--- src/rtl/isk_pkg.sv ---
// shared constants and types for the indirect sorted key lookup unit
package isk_pkg;

    localparam int MAX_DOCS = 1024;
    localparam int KEY_BITS = 64;
    localparam int NODE_W   = $clog2(MAX_DOCS);
    localparam int CNT_W    = NODE_W + 1;

    localparam int OPCODE_W    = 2;
    localparam int S_FIELDS_W  = NODE_W + KEY_BITS + NODE_W;
    localparam int S_TDATA_W   = ((S_FIELDS_W + 7) / 8) * 8;
    localparam int M_TDATA_W   = ((NODE_W + 7) / 8) * 8;

    localparam logic [OPCODE_W-1:0] OP_WR_ORDER = 2'd0;
    localparam logic [OPCODE_W-1:0] OP_WR_KEY   = 2'd1;
    localparam logic [OPCODE_W-1:0] OP_LOOKUP   = 2'd2;

    localparam logic [CNT_W-1:0] MAX_DOCS_CNT = CNT_W'(MAX_DOCS);

    typedef struct packed {
        logic              wr_en;
        logic [NODE_W-1:0] wr_addr;
        logic [NODE_W-1:0] wr_data;
        logic              rd_en;
        logic [NODE_W-1:0] rd_addr;
    } order_port_t;

    typedef struct packed {
        logic                wr_en;
        logic [NODE_W-1:0]   wr_addr;
        logic [KEY_BITS-1:0] wr_data;
        logic                rd_en;
        logic [NODE_W-1:0]   rd_addr;
    } key_port_t;

endpackage

--- src/rtl/isk_search_ctrl.sv ---
// search sequencer: table writes, binary search through both tables, output register
module isk_search_ctrl (
    input  logic                           aclk,
    input  logic                           aresetn,
    input  logic                           s_tvalid,
    output logic                           s_tready,
    input  logic [isk_pkg::S_TDATA_W-1:0]  s_tdata,
    input  logic [isk_pkg::OPCODE_W-1:0]   s_tuser,
    output logic                           m_tvalid,
    input  logic                           m_tready,
    output logic [isk_pkg::M_TDATA_W-1:0]  m_tdata,
    output logic [0:0]                     m_tuser,
    input  logic                           cfg_valid,
    output logic                           cfg_ready,
    input  logic [isk_pkg::CNT_W-1:0]      cfg_data,
    output isk_pkg::order_port_t           order_port,
    input  logic [isk_pkg::NODE_W-1:0]     order_rd_data,
    output isk_pkg::key_port_t             key_port,
    input  logic [isk_pkg::KEY_BITS-1:0]   key_rd_data
);
    import isk_pkg::*;

    typedef enum logic [3:0] {
        ST_IDLE = 4'b0001,
        ST_ORD  = 4'b0010,
        ST_CMP  = 4'b0100,
        ST_RES  = 4'b1000
    } state_t;

    state_t              state_reg, state_next;
    logic [CNT_W-1:0]    doc_count_reg, doc_count_next;
    logic [CNT_W-1:0]    lo_reg, lo_next;
    logic [CNT_W-1:0]    hi_reg, hi_next;
    logic [NODE_W-1:0]   mid_reg, mid_next;
    logic [KEY_BITS-1:0] key_reg, key_next;
    logic [CNT_W-1:0]    lt_lo_reg, lt_lo_next;
    logic [NODE_W-1:0]   lt_mid_reg, lt_mid_next;
    logic                lt_go_reg, lt_go_next;
    logic [NODE_W-1:0]   gt_mid_reg, gt_mid_next;
    logic                gt_go_reg, gt_go_next;
    logic                res_found_reg, res_found_next;
    logic [NODE_W-1:0]   res_node_reg, res_node_next;
    logic                m_tvalid_reg, m_tvalid_next;
    logic                m_found_reg, m_found_next;
    logic [NODE_W-1:0]   m_node_reg, m_node_next;

    logic [NODE_W-1:0]   in_slot;
    logic [KEY_BITS-1:0] in_key;
    logic [NODE_W-1:0]   in_node;
    logic                s_xfer;
    logic                out_free;
    logic [CNT_W-1:0]    hi_init;
    logic [CNT_W-1:0]    mid_ext;
    logic [CNT_W-1:0]    mid_plus1;
    logic [CNT_W-1:0]    lt_mid_full;
    logic [CNT_W-1:0]    gt_mid_full;

    assign in_slot = s_tdata[NODE_W-1:0];
    assign in_key  = s_tdata[NODE_W +: KEY_BITS];
    assign in_node = s_tdata[NODE_W+KEY_BITS +: NODE_W];

    assign s_tready  = (state_reg == ST_IDLE);
    assign s_xfer    = s_tvalid && s_tready;
    assign cfg_ready = 1'b1;
    assign out_free  = !m_tvalid_reg || m_tready;

    // counts above the table depth search the whole table
    assign hi_init = (doc_count_reg > MAX_DOCS_CNT) ? MAX_DOCS_CNT : doc_count_reg;

    // both possible next probes are prepared while the key read is in flight
    assign mid_ext     = {1'b0, mid_reg};
    assign mid_plus1   = mid_ext + CNT_W'(1);
    assign lt_mid_full = mid_plus1 + ((hi_reg - mid_plus1) >> 1);
    assign gt_mid_full = lo_reg + ((mid_ext - lo_reg) >> 1);

    always_comb begin
        state_next     = state_reg;
        doc_count_next = doc_count_reg;
        lo_next        = lo_reg;
        hi_next        = hi_reg;
        mid_next       = mid_reg;
        key_next       = key_reg;
        lt_lo_next     = lt_lo_reg;
        lt_mid_next    = lt_mid_reg;
        lt_go_next     = lt_go_reg;
        gt_mid_next    = gt_mid_reg;
        gt_go_next     = gt_go_reg;
        res_found_next = res_found_reg;
        res_node_next  = res_node_reg;
        m_tvalid_next  = m_tvalid_reg;
        m_found_next   = m_found_reg;
        m_node_next    = m_node_reg;

        order_port.wr_en   = 1'b0;
        order_port.wr_addr = in_slot;
        order_port.wr_data = in_node;
        order_port.rd_en   = 1'b0;
        order_port.rd_addr = mid_reg;
        key_port.wr_en     = 1'b0;
        key_port.wr_addr   = in_slot;
        key_port.wr_data   = in_key;
        key_port.rd_en     = 1'b0;
        key_port.rd_addr   = order_rd_data;

        if (cfg_valid && cfg_ready) begin
            doc_count_next = cfg_data;
        end

        if (m_tvalid_reg && m_tready) begin
            m_tvalid_next = 1'b0;
        end

        case (state_reg)
            ST_IDLE: begin
                if (s_xfer) begin
                    case (s_tuser)
                        OP_WR_ORDER: begin
                            order_port.wr_en = 1'b1;
                        end
                        OP_WR_KEY: begin
                            key_port.wr_en = 1'b1;
                        end
                        OP_LOOKUP: begin
                            key_next = in_key;
                            lo_next  = '0;
                            hi_next  = hi_init;
                            mid_next = hi_init[CNT_W-1:1];
                            if (hi_init == '0) begin
                                res_found_next = 1'b0;
                                res_node_next  = '0;
                                state_next     = ST_RES;
                            end else begin
                                order_port.rd_en   = 1'b1;
                                order_port.rd_addr = hi_init[CNT_W-1:1];
                                state_next         = ST_ORD;
                            end
                        end
                        default: begin
                        end
                    endcase
                end
            end
            ST_ORD: begin
                key_port.rd_en = 1'b1;
                lt_lo_next     = mid_plus1;
                lt_mid_next    = lt_mid_full[NODE_W-1:0];
                lt_go_next     = mid_plus1 < hi_reg;
                gt_mid_next    = gt_mid_full[NODE_W-1:0];
                gt_go_next     = lo_reg < mid_ext;
                state_next     = ST_CMP;
            end
            ST_CMP: begin
                if (key_rd_data == key_reg) begin
                    res_found_next = 1'b1;
                    res_node_next  = order_rd_data;
                    state_next     = ST_RES;
                end else if (key_rd_data < key_reg) begin
                    lo_next  = lt_lo_reg;
                    mid_next = lt_mid_reg;
                    if (lt_go_reg) begin
                        order_port.rd_en   = 1'b1;
                        order_port.rd_addr = lt_mid_reg;
                        state_next         = ST_ORD;
                    end else begin
                        res_found_next = 1'b0;
                        res_node_next  = '0;
                        state_next     = ST_RES;
                    end
                end else begin
                    hi_next  = mid_ext;
                    mid_next = gt_mid_reg;
                    if (gt_go_reg) begin
                        order_port.rd_en   = 1'b1;
                        order_port.rd_addr = gt_mid_reg;
                        state_next         = ST_ORD;
                    end else begin
                        res_found_next = 1'b0;
                        res_node_next  = '0;
                        state_next     = ST_RES;
                    end
                end
            end
            ST_RES: begin
                if (out_free) begin
                    m_tvalid_next = 1'b1;
                    m_found_next  = res_found_reg;
                    m_node_next   = res_node_reg;
                    state_next    = ST_IDLE;
                end
            end
            default: begin
                state_next = ST_IDLE;
            end
        endcase
    end

    always_ff @(posedge aclk) begin
        if (!aresetn) begin
            state_reg     <= ST_IDLE;
            doc_count_reg <= '0;
            m_tvalid_reg  <= 1'b0;
        end else begin
            state_reg     <= state_next;
            doc_count_reg <= doc_count_next;
            m_tvalid_reg  <= m_tvalid_next;
        end
    end

    always_ff @(posedge aclk) begin
        lo_reg        <= lo_next;
        hi_reg        <= hi_next;
        mid_reg       <= mid_next;
        key_reg       <= key_next;
        lt_lo_reg     <= lt_lo_next;
        lt_mid_reg    <= lt_mid_next;
        lt_go_reg     <= lt_go_next;
        gt_mid_reg    <= gt_mid_next;
        gt_go_reg     <= gt_go_next;
        res_found_reg <= res_found_next;
        res_node_reg  <= res_node_next;
        m_found_reg   <= m_found_next;
        m_node_reg    <= m_node_next;
    end

    assign m_tvalid   = m_tvalid_reg;
    assign m_tdata    = M_TDATA_W'(m_node_reg);
    assign m_tuser[0] = m_found_reg;

    // a probe is only in flight while the search window is non-empty
    assert property (@(posedge aclk) disable iff (!aresetn)
        (state_reg == ST_ORD) |-> (lo_reg < hi_reg) && (hi_reg <= MAX_DOCS_CNT))
        else $error("search window empty or too large during probe");

    // table writes never overlap a running search
    assert property (@(posedge aclk) disable iff (!aresetn)
        (order_port.wr_en || key_port.wr_en) |-> (state_reg == ST_IDLE))
        else $error("table write outside idle");

    // order reads are issued only at lookup start or after a compare
    assert property (@(posedge aclk) disable iff (!aresetn)
        order_port.rd_en |=> (state_reg == ST_ORD))
        else $error("order read not followed by key read step");

    // a miss always reports node zero
    assert property (@(posedge aclk) disable iff (!aresetn)
        (m_tvalid && !m_tuser[0]) |-> (m_tdata == '0))
        else $error("miss with nonzero node");

    // a pending result is never overwritten before it is taken
    assert property (@(posedge aclk) disable iff (!aresetn)
        (m_tvalid && !m_tready) |=> m_tvalid && $stable(m_tdata) && $stable(m_tuser))
        else $error("output register overwritten while stalled");

endmodule
--- config.mk ---
export PLATFORM = sky130hd
export DESIGN_NAME = isk_search_ctrl
export DESIGN_NICKNAME = d
export VERILOG_FILES = /design/src/rtl/isk_pkg.sv /design/src/rtl/isk_search_ctrl.sv
export SDC_FILE = /design/constraint.sdc
export NUM_CORES = 1
export LEC_CHECK = 0
export BUFFER_PORTS_ARGS = -buffer_cell sky130_fd_sc_hd__buf_2
export CORE_ASPECT_RATIO = 1.25
export CORE_UTILIZATION = 40
export CTS_CLUSTER_SIZE = 28
export DETAILED_ROUTE_END_ITERATION = 16
export PLACE_DENSITY = 0.64
export SYNTH_ARGS = -nofsm -noshare
export SYNTH_HDL_FRONTEND = slang
export SYNTH_SLANG_ARGS = --single-unit
--- constraint.sdc ---
create_clock -name aclk -period 4.65 [get_ports aclk]
set_clock_uncertainty 0.05 [all_clocks]
set_input_delay 0.2325 -clock aclk [delete_from_list [all_inputs] [get_ports aclk]]
set_output_delay 0.2325 -clock aclk [all_outputs]
set_load 0.01 [all_outputs]
==> reports/results.txt, run 1 <==
The detailed-route via count was 8120. For this block, the routed nets add up to 27900 µm of wire. The cell area that synthesis handed to floorplanning was 10900 µm². Number of buffers created by CTS: 17.

The minimum clock period is 4270 ps, and the number of clock sinks seen by CTS is 167. The fraction of layout cells with a size suffix above 1 is 0.263. The number of placed cells counting well taps came out at 1503. The tools report the number of fillers in the final layout as 2419. The reg-to-reg setup timing slack was 440 ps. In this design, the stage delay of the slowest critical-path cell is 610 ps. The mean instance size in the synthesized netlist was 10.7 µm². 318 I/O pins were placed. The length in cells of the worst reg-to-reg path came out at 16. Summing all flip-flop and latch instances after layout gives 4850 µm².

The area growth from synthesis to layout is 19.8%. For the placeable core region, the log shows 26700 µm². The proportion of synthesized chip area in sequential cells was 0.447.

The run finished with clean final reports. The later pin in the worst-skew pair is clocked with a latency of 440 ps. The worst-case IR drop observed on VDD is 0.264 mV. Setup repair after global routing left no endpoint under its margin.

Headroom to the max-slew limit: 0.226. Tracing the worst setup path back leads to its startpoint at key_reg[40]$_DFFE_PP_. In the final routed layout, each cell accounts on average for 17.4 µm. After layout, the worst setup slack is 384 ps. The clock slew seen by the registers of the worst setup and hold paths came out at 60 ps. The tools report the reg-to-reg startpoint as mid_reg[0]$_DFFE_PP_. The H-tree was split into 4 levels. The final period utilization was 0.917; the number of cells upsized or downsized after cts was 0. Max-cap violations in this run came to 0. The worst register-to-register path ends at lt_mid_reg[9]$_DFFE_PP_. Data arrives at the worst endpoint at 3980 ps. Cell at the slowest stage of the critical path: or4_1. The finished layout holds 1600 standard cells, fillers aside. For this block, the initial DRC count from the detailed router was 344. The slew at the pin closest to its max-slew limit came out at 1160 ps. The floorplan has 67 rows. For this run, design rule violations remaining after detail routing come to 0. Highest net fanout along the worst path: 13.

In the final design database the tool counted 1523 nets. Summed over all failing endpoints, the final setup total negative slack is 0 ps. Dividing total power by cell area gives a power density of 290 nW/µm². The critical path ends at order_port[8]. The wire length of the first global-routing pass came out at 41300 µm. Most frequently used flop master after synthesis: edfxtp_1.

The logs give 4370 ps for the required time at the endpoint of the critical path and 4700 µm² for the footprint of the multi-input gates. Total number of yosys warnings: 0. The floorplan step defined a die boundary enclosing 27800 µm². For this run, the detailed router's first-pass iteration total came to 5.

The tools report the aggregate global routing overflow as 0. The signal on the critical path passes through inv_1, ha_1, and3_1, nand3_1, or4_1, nor3_2, o31ai_1, nand3_2, mux2i_1, a2111o_1, o221ai_1, buf_2. The register with the most flip-flops in the layout has 64 of them. The run gives 7982 as the via count of the first global-routing pass. The buffer type at the clock tree root was clkbuf_16.

The share of flip-flops with an asynchronous set or reset was 0. The synthesized netlist cell count was 1017. The tools report the initial antenna violation count as 2. The total count of max-transition violations in the final report was 0. Total routing usage reported by global routing: 0.199. Startpoint type of the worst setup path: a flip-flop. The number of synthesized register bits is 167.

After layout, the design draws a total of 3.78 mW. The tools report the final count of negative-setup-slack endpoints as 0. TritonCTS built the clock tree.

The maximum achievable frequency is 0.234 GHz, and the distinct cell type count after synthesis is 75. The worst hold path was traced through 3 stages. The worst setup path category was reg2out. Counting flops with a built-in enable in the synthesized netlist gives 151. No sink is reached through more buffers than the 2 on the longest clock path. After detailed routing, the number of vias per cell comes to 5.08. The die is 149 µm wide. The tools report the initial cell density of the core as 0.406. After legalization and detailed placement, the total HPWL measured 21700 µm.

Endpoint type of the worst setup path: a primary output. The count of antenna-violating nets left after detailed routing came out at 0. Port buffering added 256 buffers. The run gives 5.94 nW as the leakage power summed over all cells. Largest net degree at the start of global routing: 37. Measured along the y axis, the die boundary spans 186 µm. Global placement routability congestion: 0.900. The classification of the worst-slack hold path was in2reg. The run gives 0 as the count of final hold-check violations. The setup slack after placement is 417 ps.
==> through the flow <==
stage	util	instance area, µm²	hold WS, ps
finish	0.487	13000	16.1
global route	0.487	13000	5.75
CTS	0.486	13000	1.47
detailed placement	0.441	11800	355
global placement	0.441	11800	351
floorplan	-	10900	281
==> per-layer routing <==
metal | track usage | wire length, µm | vias up
li1 | - | - | 3951
met1 | 0.206 | 10500 | 3820
met2 | 0.365 | 14600 | 277
met3 | 0.0422 | 1480 | 70
met4 | 0.120 | 1340 | 2
met5 | 0 | 13 | -
==> worst max-delay path, delay by kind of cell, from the launching register on <==
kind | cells | cell delay, ps
AND/OR/NAND/NOR | 5 | 1460
AO/OA/AOI/OAI | 3 | 620
flip-flops | 1 | 330
adder cells (fa/ha/maj) | 1 | 270
multiplexers | 1 | 600
buffers and inverters | 2 | 250
==> Yosys cell counts, types with 3 or more instances <==
master / number / area share
a211oi_1: 3 / 0.0021
a21boi_0: 3 / 0.0021
a21o_1: 29 / 0.020
a21oi_1: 45 / 0.021
a21oi_2: 3 / 0.0024
a221o_1: 9 / 0.0083
a221oi_1: 3 / 0.0024
a22oi_1: 3 / 0.0021
a31oi_1: 3 / 0.0017
and2_1: 27 / 0.016
and3b_1: 10 / 0.0081
buf_1: 3 / 0.0010
buf_2: 6 / 0.0028
buf_4: 111 / 0.077
clkbuf_1: 14 / 0.0048
dfxtp_1: 16 / 0.029
edfxtp_1: 151 / 0.42
fa_1: 4 / 0.0074
ha_1: 98 / 0.11
inv_1: 114 / 0.039
mux2_2: 3 / 0.0031
mux2i_1: 23 / 0.021
nand2_1: 46 / 0.016
nand2b_1: 6 / 0.0035
nand3_1: 25 / 0.012
nand4_1: 10 / 0.0058
nor2_1: 30 / 0.010
nor2b_1: 22 / 0.013
nor3_1: 8 / 0.0037
nor3b_1: 19 / 0.013
nor4_1: 4 / 0.0023
nor4b_1: 3 / 0.0024
o211ai_1: 3 / 0.0021
o21a_1: 6 / 0.0041
o21ai_0: 29 / 0.013
o21bai_1: 15 / 0.010
o221ai_1: 4 / 0.0032
o31ai_1: 11 / 0.0076
or2_2: 10 / 0.0058
or3_1: 3 / 0.0017
xnor2_1: 34 / 0.027
xor2_1: 8 / 0.0065
==> report_power, final <==
part,switching [mW],leakage [nW],internal (mW)
Sequential,0.0284,1.55,1.69
Clock,0.592,0.268,0.788
Combinational,0.352,4.13,0.328
==> kinds of logic after synthesis <==
kind of cell / after synthesis / share of synthesized area
DFF: 167 / 0.447
other: 2 / 0.000692
and+or+nand+nor: 240 / 0.127
xor gates and xnor gates: 43 / 0.0361
buffers and inverters: 249 / 0.125
adders and majority gates: 104 / 0.122
AOI/OAI and AO/OA: 186 / 0.118
muxes: 26 / 0.0243
==> layout by cell type, fill, tap and decap left out, types with 15 or more instances in the layout <==
master,n
buf_2,256
edfxtp_1,151
inv_1,114
ha_1,98
dlygate4sd3_1,64
nand2_1,46
a21oi_1,45
xnor2_1,34
nor2_1,30
o21ai_0,29
a21o_1,29
and2_1,27
nand3_1,24
mux2i_1,23
nor2b_1,22
nor3b_1,19
clkbuf_16,17
dfxtp_1,16
o21bai_1,15
==> worst min path at each step <==
stage	endpoint	slack, ps	startpoint
5_1_grt	doc_count_reg[0]$_SDFFE_PN0P_	6	cfg_data[0]
2_1_floorplan	key_reg[0]$_DFFE_PP_	280	s_tdata[10]
3_3_place_gp	m_node_reg[4]$_DFFE_PP_	350	res_node_reg[4]$_SDFFCE_PN0P_
6_report	doc_count_reg[0]$_SDFFE_PN0P_	20	cfg_data[0]
4_1_cts	doc_count_reg[3]$_SDFFE_PN0P_	1	cfg_data[3]
3_5_place_dp	m_node_reg[8]$_DFFE_PP_	350	res_node_reg[8]$_SDFFCE_PN0P_
==> area by class of cell <==
class	count	area share
tap	345	0.0332
clock inverter	12	0.00981
multi-input combinational	606	0.361
clock buffer	20	0.0336
antenna	1	0.000192
sequential	167	0.373
inverter	115	0.0332
timing repair buffer	334	0.156
==> repair_timing <==
action                                 in CTS  in global routing
endpoints found under the hold margin      64                  0
hold buffers                               64                  0
buffers inserted                            0                  0
Note: power is estimated with default switching activity, not from simulation.
==> run 2: changes to the inputs <==
--- a/config.mk
+++ b/config.mk
@@ -6,11 +6,13 @@
 export NUM_CORES = 1
 export LEC_CHECK = 0
 export BUFFER_PORTS_ARGS = -buffer_cell sky130_fd_sc_hd__buf_2
-export CORE_ASPECT_RATIO = 1.25
+export CORE_ASPECT_RATIO = 0.8
 export CORE_UTILIZATION = 40
+export CTS_BUF_LIST = sky130_fd_sc_hd__clkbuf_16
 export CTS_CLUSTER_SIZE = 28
 export DETAILED_ROUTE_END_ITERATION = 16
 export PLACE_DENSITY = 0.64
+export SKIP_CTS_REPAIR_TIMING = 1
 export SYNTH_ARGS = -nofsm -noshare
 export SYNTH_HDL_FRONTEND = slang
 export SYNTH_SLANG_ARGS = --single-unit
==> reports/results.txt, run 2 (synthesis gave the netlist of run 1 again) <==
TritonCTS built the clock tree. The clock slew seen by the registers of the worst setup and hold paths is 80 ps (+20 ps), and the maximum achievable frequency is 0.240 GHz (+2.6%). The run gives 0.838 (-6.8%) as the global placement routability congestion.

For the total number of nets in the final design, the log shows 1524 (+0.066%). The startpoint identified for the worst hold timing path is cfg_data[3]. The detailed-route via count is 8051 (-0.85%). Count of buffers inserted at the top-level ports: 256 (unchanged). The logs give 53 (-21%) for the floorplan row count and 440 ps (about the same) for the clock latency at the later pin of the worst-skew pair. The die outline height works out to 149 µm (-20%).

The initial antenna violation count was 0 (-2); the number of buffers created by CTS was 17 (unchanged). Setup slack after placement: 581 ps (+164 ps). The number of clock sinks seen by CTS came out at 167 (unchanged). The area growth from synthesis to layout came out at 20.6%. For the required time at the endpoint of the critical path, the log shows 4370 ps (about the same).

The count of antenna-violating nets left after detailed routing was 0 (unchanged); the number of logic stages on the critical path including buffering was 13 (+1). The endpoint type of the worst setup path was a primary output. The library cell used most frequently in the layout, excluding fill and tap cells, is buf_2. The cell depth of the worst hold path came out at 3 (unchanged). The min-delay analysis places its worst path in the category in2reg. The tools report the placeable core region as 26500 µm² (-1.1%). The via count of the first global-routing pass came out at 7332 (-8.1%).

Buffers plus inverters on the worst setup path: 3 (+1). The flow ran to the end, but the final reports show violations. The instance area after placement was 11800 µm² (+0.30%); the x dimension of the die was 186 µm (+25%). The logs give 13100 µm² (+0.63%) for the final design area excluding fillers and 1 (+1) for the count of final hold-check violations.

For the number of H-tree levels, the log shows 4 (unchanged). Power per standard cell area: 298 nW/µm² (+2.7%). The fraction of layout cells with a size suffix above 1 came out at 0.266 (+0.00298). By startpoint and endpoint, the worst setup path is classified as reg2out. The run gives 492 ps (+108 ps) as the worst setup slack after layout. The largest net degree at the start of global routing came out at 66 (+78%). Sum of negative setup slack: 0 ps (unchanged). The arrival time of the worst setup path was 3880 ps (-100 ps).

In the layout the commonest cells are buf_2, edfxtp_1, inv_1. Wire length of the first global-routing pass: 39900 µm (-3.5%). The minimum clock period was 4160 ps (-108 ps); the maximum count of clock buffers along a single path was 2 (unchanged).

The tools report the headroom to the max-slew limit as 0.424 (+0.197). The worst setup path is launched from a flip-flop. The critical path launch point was key_reg[54]$_DFFE_PP_.

The length in cells of the worst reg-to-reg path came out at 16 (unchanged). Cell at the slowest stage of the critical path: a221oi_1. The area of the die came out at 27800 µm² (unchanged). Walking the worst path, the cells encountered are inv_1, ha_1, a21o_1, a21o_1, a221oi_1, o211ai_1, a221oi_1, nand3_2, buf_12, and3b_1, a2111o_1, o221ai_1, buf_2. The ratio of routed vias to standard cells works out to 4.99 (-1.6%). The leakage power summed over all cells is 5.98 nW (+0.60%), and the total count of max-transition violations in the final report is 0 (unchanged).

The peak per-stage delay on the critical path works out to 460 ps (-150 ps). Setup repair after global routing left no endpoint under its margin. The number of top-level pins was 318 (unchanged).

The final period utilization is 0.894 (-0.0232). The buffer type at the clock tree root was clkbuf_16. The number of flip-flops in the largest register was 64 (unchanged); the initial cell density of the core was 0.410 (+0.00434). The tools report the total half-perimeter wirelength after legalization and detailed placement as 20400 µm (-6.1%). The highest net fanout along the worst path works out to 36 (+23). On the critical path the largest part of the delay comes from compound AO/OA/AOI/OAI gates. The final reports fail on hold timing. The final cell count without fillers was 1612 (+0.75%); the peak ir drop on the vdd network was 0.253 mV (-4.1%). The number of antenna repair diodes was 0 (-1); the slew at the pin closest to its max-slew limit was 865 ps (-296 ps). The smallest hold slack was -4.80 ps (-20.9 ps); the total power after layout was 3.90 mW (+3.4%). The run gives 0 (unchanged) as the aggregate global routing overflow. The wire length per cell after detailed routing is 17.0 µm (-2.7%). The number of placed cells counting well taps is 1516 (+0.86%), and the max-capacitance violation count is 0 (unchanged).

For the number of iterations in the first detailed-routing pass, the log shows 5 (unchanged). The detailed-route DRC error count is 0 (unchanged). For the violation count after the first detailed-routing iteration, the log shows 456 (+33%).

The startpoint identified for the worst register-to-register timing path is mid_reg[0]$_DFFE_PP_. The total length of routed wires is 27400 µm (-1.9%). The total routing usage reported by global routing came out at 0.191 (-0.00726). The final count of negative-setup-slack endpoints is 0 (unchanged). The number of fillers in the final layout is 2397 (-0.91%).
run 2: layout make-up:
class / count / area (µm²) / share of cell area
flip-flops and latches: 167 / 4850 / 0.371
multi-input cells: 606 / 4700 / 0.359
repair buffers: 335 / 2050 / 0.156
well taps: 357 / 447 / 0.0341
inverters: 115 / 432 / 0.0330
clock buffers: 17 / 425 / 0.0325
clock inverters: 15 / 189 / 0.0144
run 2: path summary, 6_finish.rpt:
| check | end | slack [ps] |
|---|---|---|
| max | order_port[8] | 490 |
| max reg2reg | lt_mid_reg[9]$_DFFE_PP_ | 560 |
| min reg2reg | m_node_reg[2]$_DFFE_PP_ | 370 |
| min | doc_count_reg[3]$_SDFFE_PN0P_ | -5 |
run 2: through the flow:
stage / hold WS [ps] / utilization
2_1_floorplan: 281 / -
3_5_place_dp: 356 / 0.447
6_report: -4.80 / 0.495
3_3_place_gp: 351 / 0.447
4_1_cts: -94.0 / 0.471
5_1_grt: 1.25 / 0.495
run 2: report_power, final:
| group | switching, mW | internal (mW) | total (mW) |
|---|---|---|---|
| logic | 0.362 | 0.331 | 0.692 |
| clock network | 0.640 | 0.858 | 1.50 |
| registers | 0.0260 | 1.69 | 1.71 |
| total | 1.03 | 2.88 | 3.90 |
run 2: worst reg2reg max path, cell delays in order, from the launching register on:
cell	delay, ps
edfxtp_1	390
ha_1	250
xor2_1	280
inv_1	80
ha_1	360
o21a_1	190
o21ai_0	100
a21boi_0	320
o21ai_0	120
a31oi_1	310
xor2_1	200
ha_1	300
o311ai_1	100
o211ai_1	200
maj3_2	350
a21oi_2	170
xnor2_1	80
run 2: layer usage:
metal / global-route usage / share of wire / wire, µm / up-vias
li1: - / - / - / 3952
met3: 0.0488 / 0.082 / 2250 / 18
met2: 0.300 / 0.47 / 12800 / 316
met5: 0 / 0 / 0 / -
met4: 0.0508 / 0.011 / 301 / 0
met1: 0.262 / 0.44 / 12100 / 3765
==> run 3: changes to the inputs <==
==> constraint.sdc (replaced) <==
create_clock -name aclk -period 3.7 [get_ports aclk]
set_clock_uncertainty 0.05 [all_clocks]
set_input_delay 0.185 -clock aclk [delete_from_list [all_inputs] [get_ports aclk]]
set_output_delay 0.185 -clock aclk [all_outputs]
set_load 0.01 [all_outputs]
==> reports/results.txt, run 3 (synthesis gave the netlist of run 1 again) <==
The run gives -23.2 ps (-18.4 ps) as the smallest hold slack. The clock latency at the later pin of the worst-skew pair is 440 ps (about the same), and the instance area after placement is 12100 µm² (+1.9%). The number of fillers in the final layout is 2313 (-3.5%).

The tools report the via count of the first global-routing pass as 7644 (+4.3%). The worst setup slack after layout was -64.3 ps (-556 ps). The tools report the clock power share as 0.364 (-0.020). Headroom to the max-slew limit: 0.446 (+0.0227). The initial cell density of the core was 0.410 (unchanged); the slew at the pin closest to its max-slew limit was 829 ps (-35.7 ps). For the required time at the endpoint of the critical path, the log shows 3460 ps (-910 ps). For the largest net degree at the start of global routing, the log shows 42 (-36%).

The x dimension of the die was 186 µm (unchanged). The total routing usage reported by global routing is 0.200 (+0.00880), and the total length of routed wires is 30100 µm (+10%). The footprint of the multi-input gates came out at 5160 µm² (+9.9%). The largest individual stage delay along the critical path comes from the cell edfxtp_1.

The logs give 6.37 nW (+6.5%) for the leakage power summed over all cells and 0.207 (+0.030) for the combinational share of power. The wire length of the first global-routing pass was 41500 µm (+4.0%); the peak per-stage delay on the critical path was 410 ps (-50 ps). The final count of negative-setup-slack endpoints was 4 (+4).

The final design area excluding fillers was 14100 µm² (+7.8%). The sequential cell fraction of total power came out at 0.428 (-0.011). The endpoint type of the worst setup path was a primary output.

The placeable core region is 26500 µm² (unchanged), and the internal power summed over all cells is 3.66 mW (+27%). Timing would allow up to 0.266 GHz. Power per standard cell area: 356 nW/µm² (+19%). The worst setup path category is reg2out. The area growth from synthesis to layout works out to 29.9%. The total number of nets in the final design is 1581 (+3.7%), and the count of antenna-violating nets left after detailed routing is 0 (unchanged). The number of flip-flops in the largest register is 64 (unchanged). The number of iterations in the first detailed-routing pass came out at 7 (+2).

The final reports fail on hold timing, setup timing. The logs give 0 (unchanged) for the detailed-route DRC error count and 0 (unchanged) for the aggregate global routing overflow. The min-delay analysis places its worst path in the category in2reg. Leaving out fill and tap cells, the most frequent cell in the layout is buf_2.

For the maximum count of clock buffers along a single path, the log shows 2 (unchanged). Setup repair after global routing could not meet its margin everywhere. The tools report the arrival time of the worst setup path as 3530 ps (-350 ps). STA classifies the critical path startpoint as a flip-flop. TritonCTS built the clock tree. The run finished, with violations left. The critical path goes through inv_2, ha_4, a21o_1, a21o_1, a221oi_2, o211ai_1, a221oi_2, buf_4, nand3_4, buf_12, buf_12, nor3b_2, o31ai_1, a221o_1, buf_2. The highest net fanout along the worst path was 6 (-83%); the net switching power figure was 1.37 mW (+34%). The run gives 167 (unchanged) as the number of clock sinks seen by CTS. The tools report the count of final hold-check violations as 2 (+1). In the layout the commonest cells are buf_2, edfxtp_1, inv_1. The final period utilization came out at 1.02. Switching part of the total: 0.273 (+0.00973). Wire length per cell after detailed routing: 18.0 µm (+6.1%). The logs give 318 (unchanged) for the number of top-level pins and 0 (unchanged) for the max-capacitance violation count. The die outline height was 149 µm (unchanged); the floorplan row count was 53 (unchanged). The clock slew seen by the registers of the worst setup and hold paths works out to 70 ps (about the same). The logs give 27800 µm² (unchanged) for the area of the die and 5.03 mW (+29%) for the total power after layout. The logs give 4860 µm² (about the same) for the area occupied by registers and 21200 µm (+3.9%) for the total half-perimeter wirelength after legalization and detailed placement. The ratio of routed vias to standard cells works out to 5.14 (+2.9%).

The number of buffers created by CTS was 17 (unchanged). Violation count after the first detailed-routing iteration: 551 (+21%). The total count of max-transition violations in the final report is 0 (unchanged). Clock tree synthesis selected as its root buffer the cell clkbuf_16. The fraction of layout cells with a size suffix above 1 was 0.349 (+0.0829). After layout, the minimum clock period comes to 3760 ps.

The logs give 0.338 mV (+34%) for the peak ir drop on the vdd network and 8589 (+6.7%) for the detailed-route via count. The count of buffers inserted at the top-level ports works out to 256 (unchanged). The tools report the initial antenna violation count as 2 (+2).

The logs give 4 (unchanged) for the number of H-tree levels and 0.897 (+6.9%) for the global placement routability congestion.
run 3: cell count changes in the layout (fill, tap and decap cells not counted), moves of 7 or more:
cell           change
o21ai_0            -7
nor3b_2            +8
dlygate4sd3_1     +12
nor3b_1            -8
ha_4               +7
buf_4             +34
ha_1               -9
buf_6              +8
a21oi_2           +10
a21oi_1           -10
run 3: critical path: cells and delay by family (launching register included):
family	cells	cell delay [ps]
buffers and inverters	5	720
AND/OR/NAND/NOR	2	280
adder cells (fa/ha/maj)	1	190
AO/OA/AOI/OAI	7	1480
flip-flops	1	410
run 3: worst paths after layout:
kind	start	endpoint	slack (ps)	cells after the start
worst min register to register	res_node_reg[4]$_SDFFCE_PN0P_	m_node_reg[4]$_DFFE_PP_	370	0
worst max register to register	mid_reg[0]$_DFFE_PP_	lt_mid_reg[9]$_DFFE_PP_	-30	16
worst min-delay path	cfg_data[5]	doc_count_reg[5]$_SDFFE_PN0P_	-20	3
worst max-delay path	key_reg[54]$_DFFE_PP_	order_port[5]	-60	15
run 3: power by group through the flow:
stage	Sequential [mW]	Combinational [mW]	Clock, mW
floorplan	2.18	0.626	0
global placement	2.19	0.821	0
detailed placement	2.19	0.840	0
CTS	2.15	0.845	1.87
global route	2.16	1.14	1.95
finish	2.15	1.04	1.83
run 3: routing by layer:
metal / GRT usage / up-vias / part of all wire
met5: 0 / - / 0
met2: 0.311 / 378 / 0.47
met3: 0.0518 / 54 / 0.081
li1: - / 4081 / -
met4: 0.0742 / 0 / 0.023
met1: 0.267 / 4076 / 0.43
run 3: layout make-up:
| cell class | instances | share of cell area |
|---|---|---|
| clock buffer | 17 | 0.0301 |
| inverter | 115 | 0.0308 |
| multi-input combinational | 606 | 0.366 |
| timing repair buffer | 392 | 0.185 |
| tap | 357 | 0.0317 |
| antenna | 2 | 0.000355 |
| clock inverter | 15 | 0.0116 |
| sequential | 167 | 0.344 |
run 3: metrics by stage:
stage / setup slack, ps / cells / TNS, ps / utilization
after floorplan: -346 / 1022 / -9900 / -
after CTS: -229 / 1571 / -2060 / 0.478
after global placement: 40.6 / 1539 / 0 / 0.456
after global routing: -235 / 1671 / -1920 / 0.533
final: -64.3 / 1671 / -170 / 0.533
after detailed placement: -40.4 / 1539 / -40.4 / 0.456
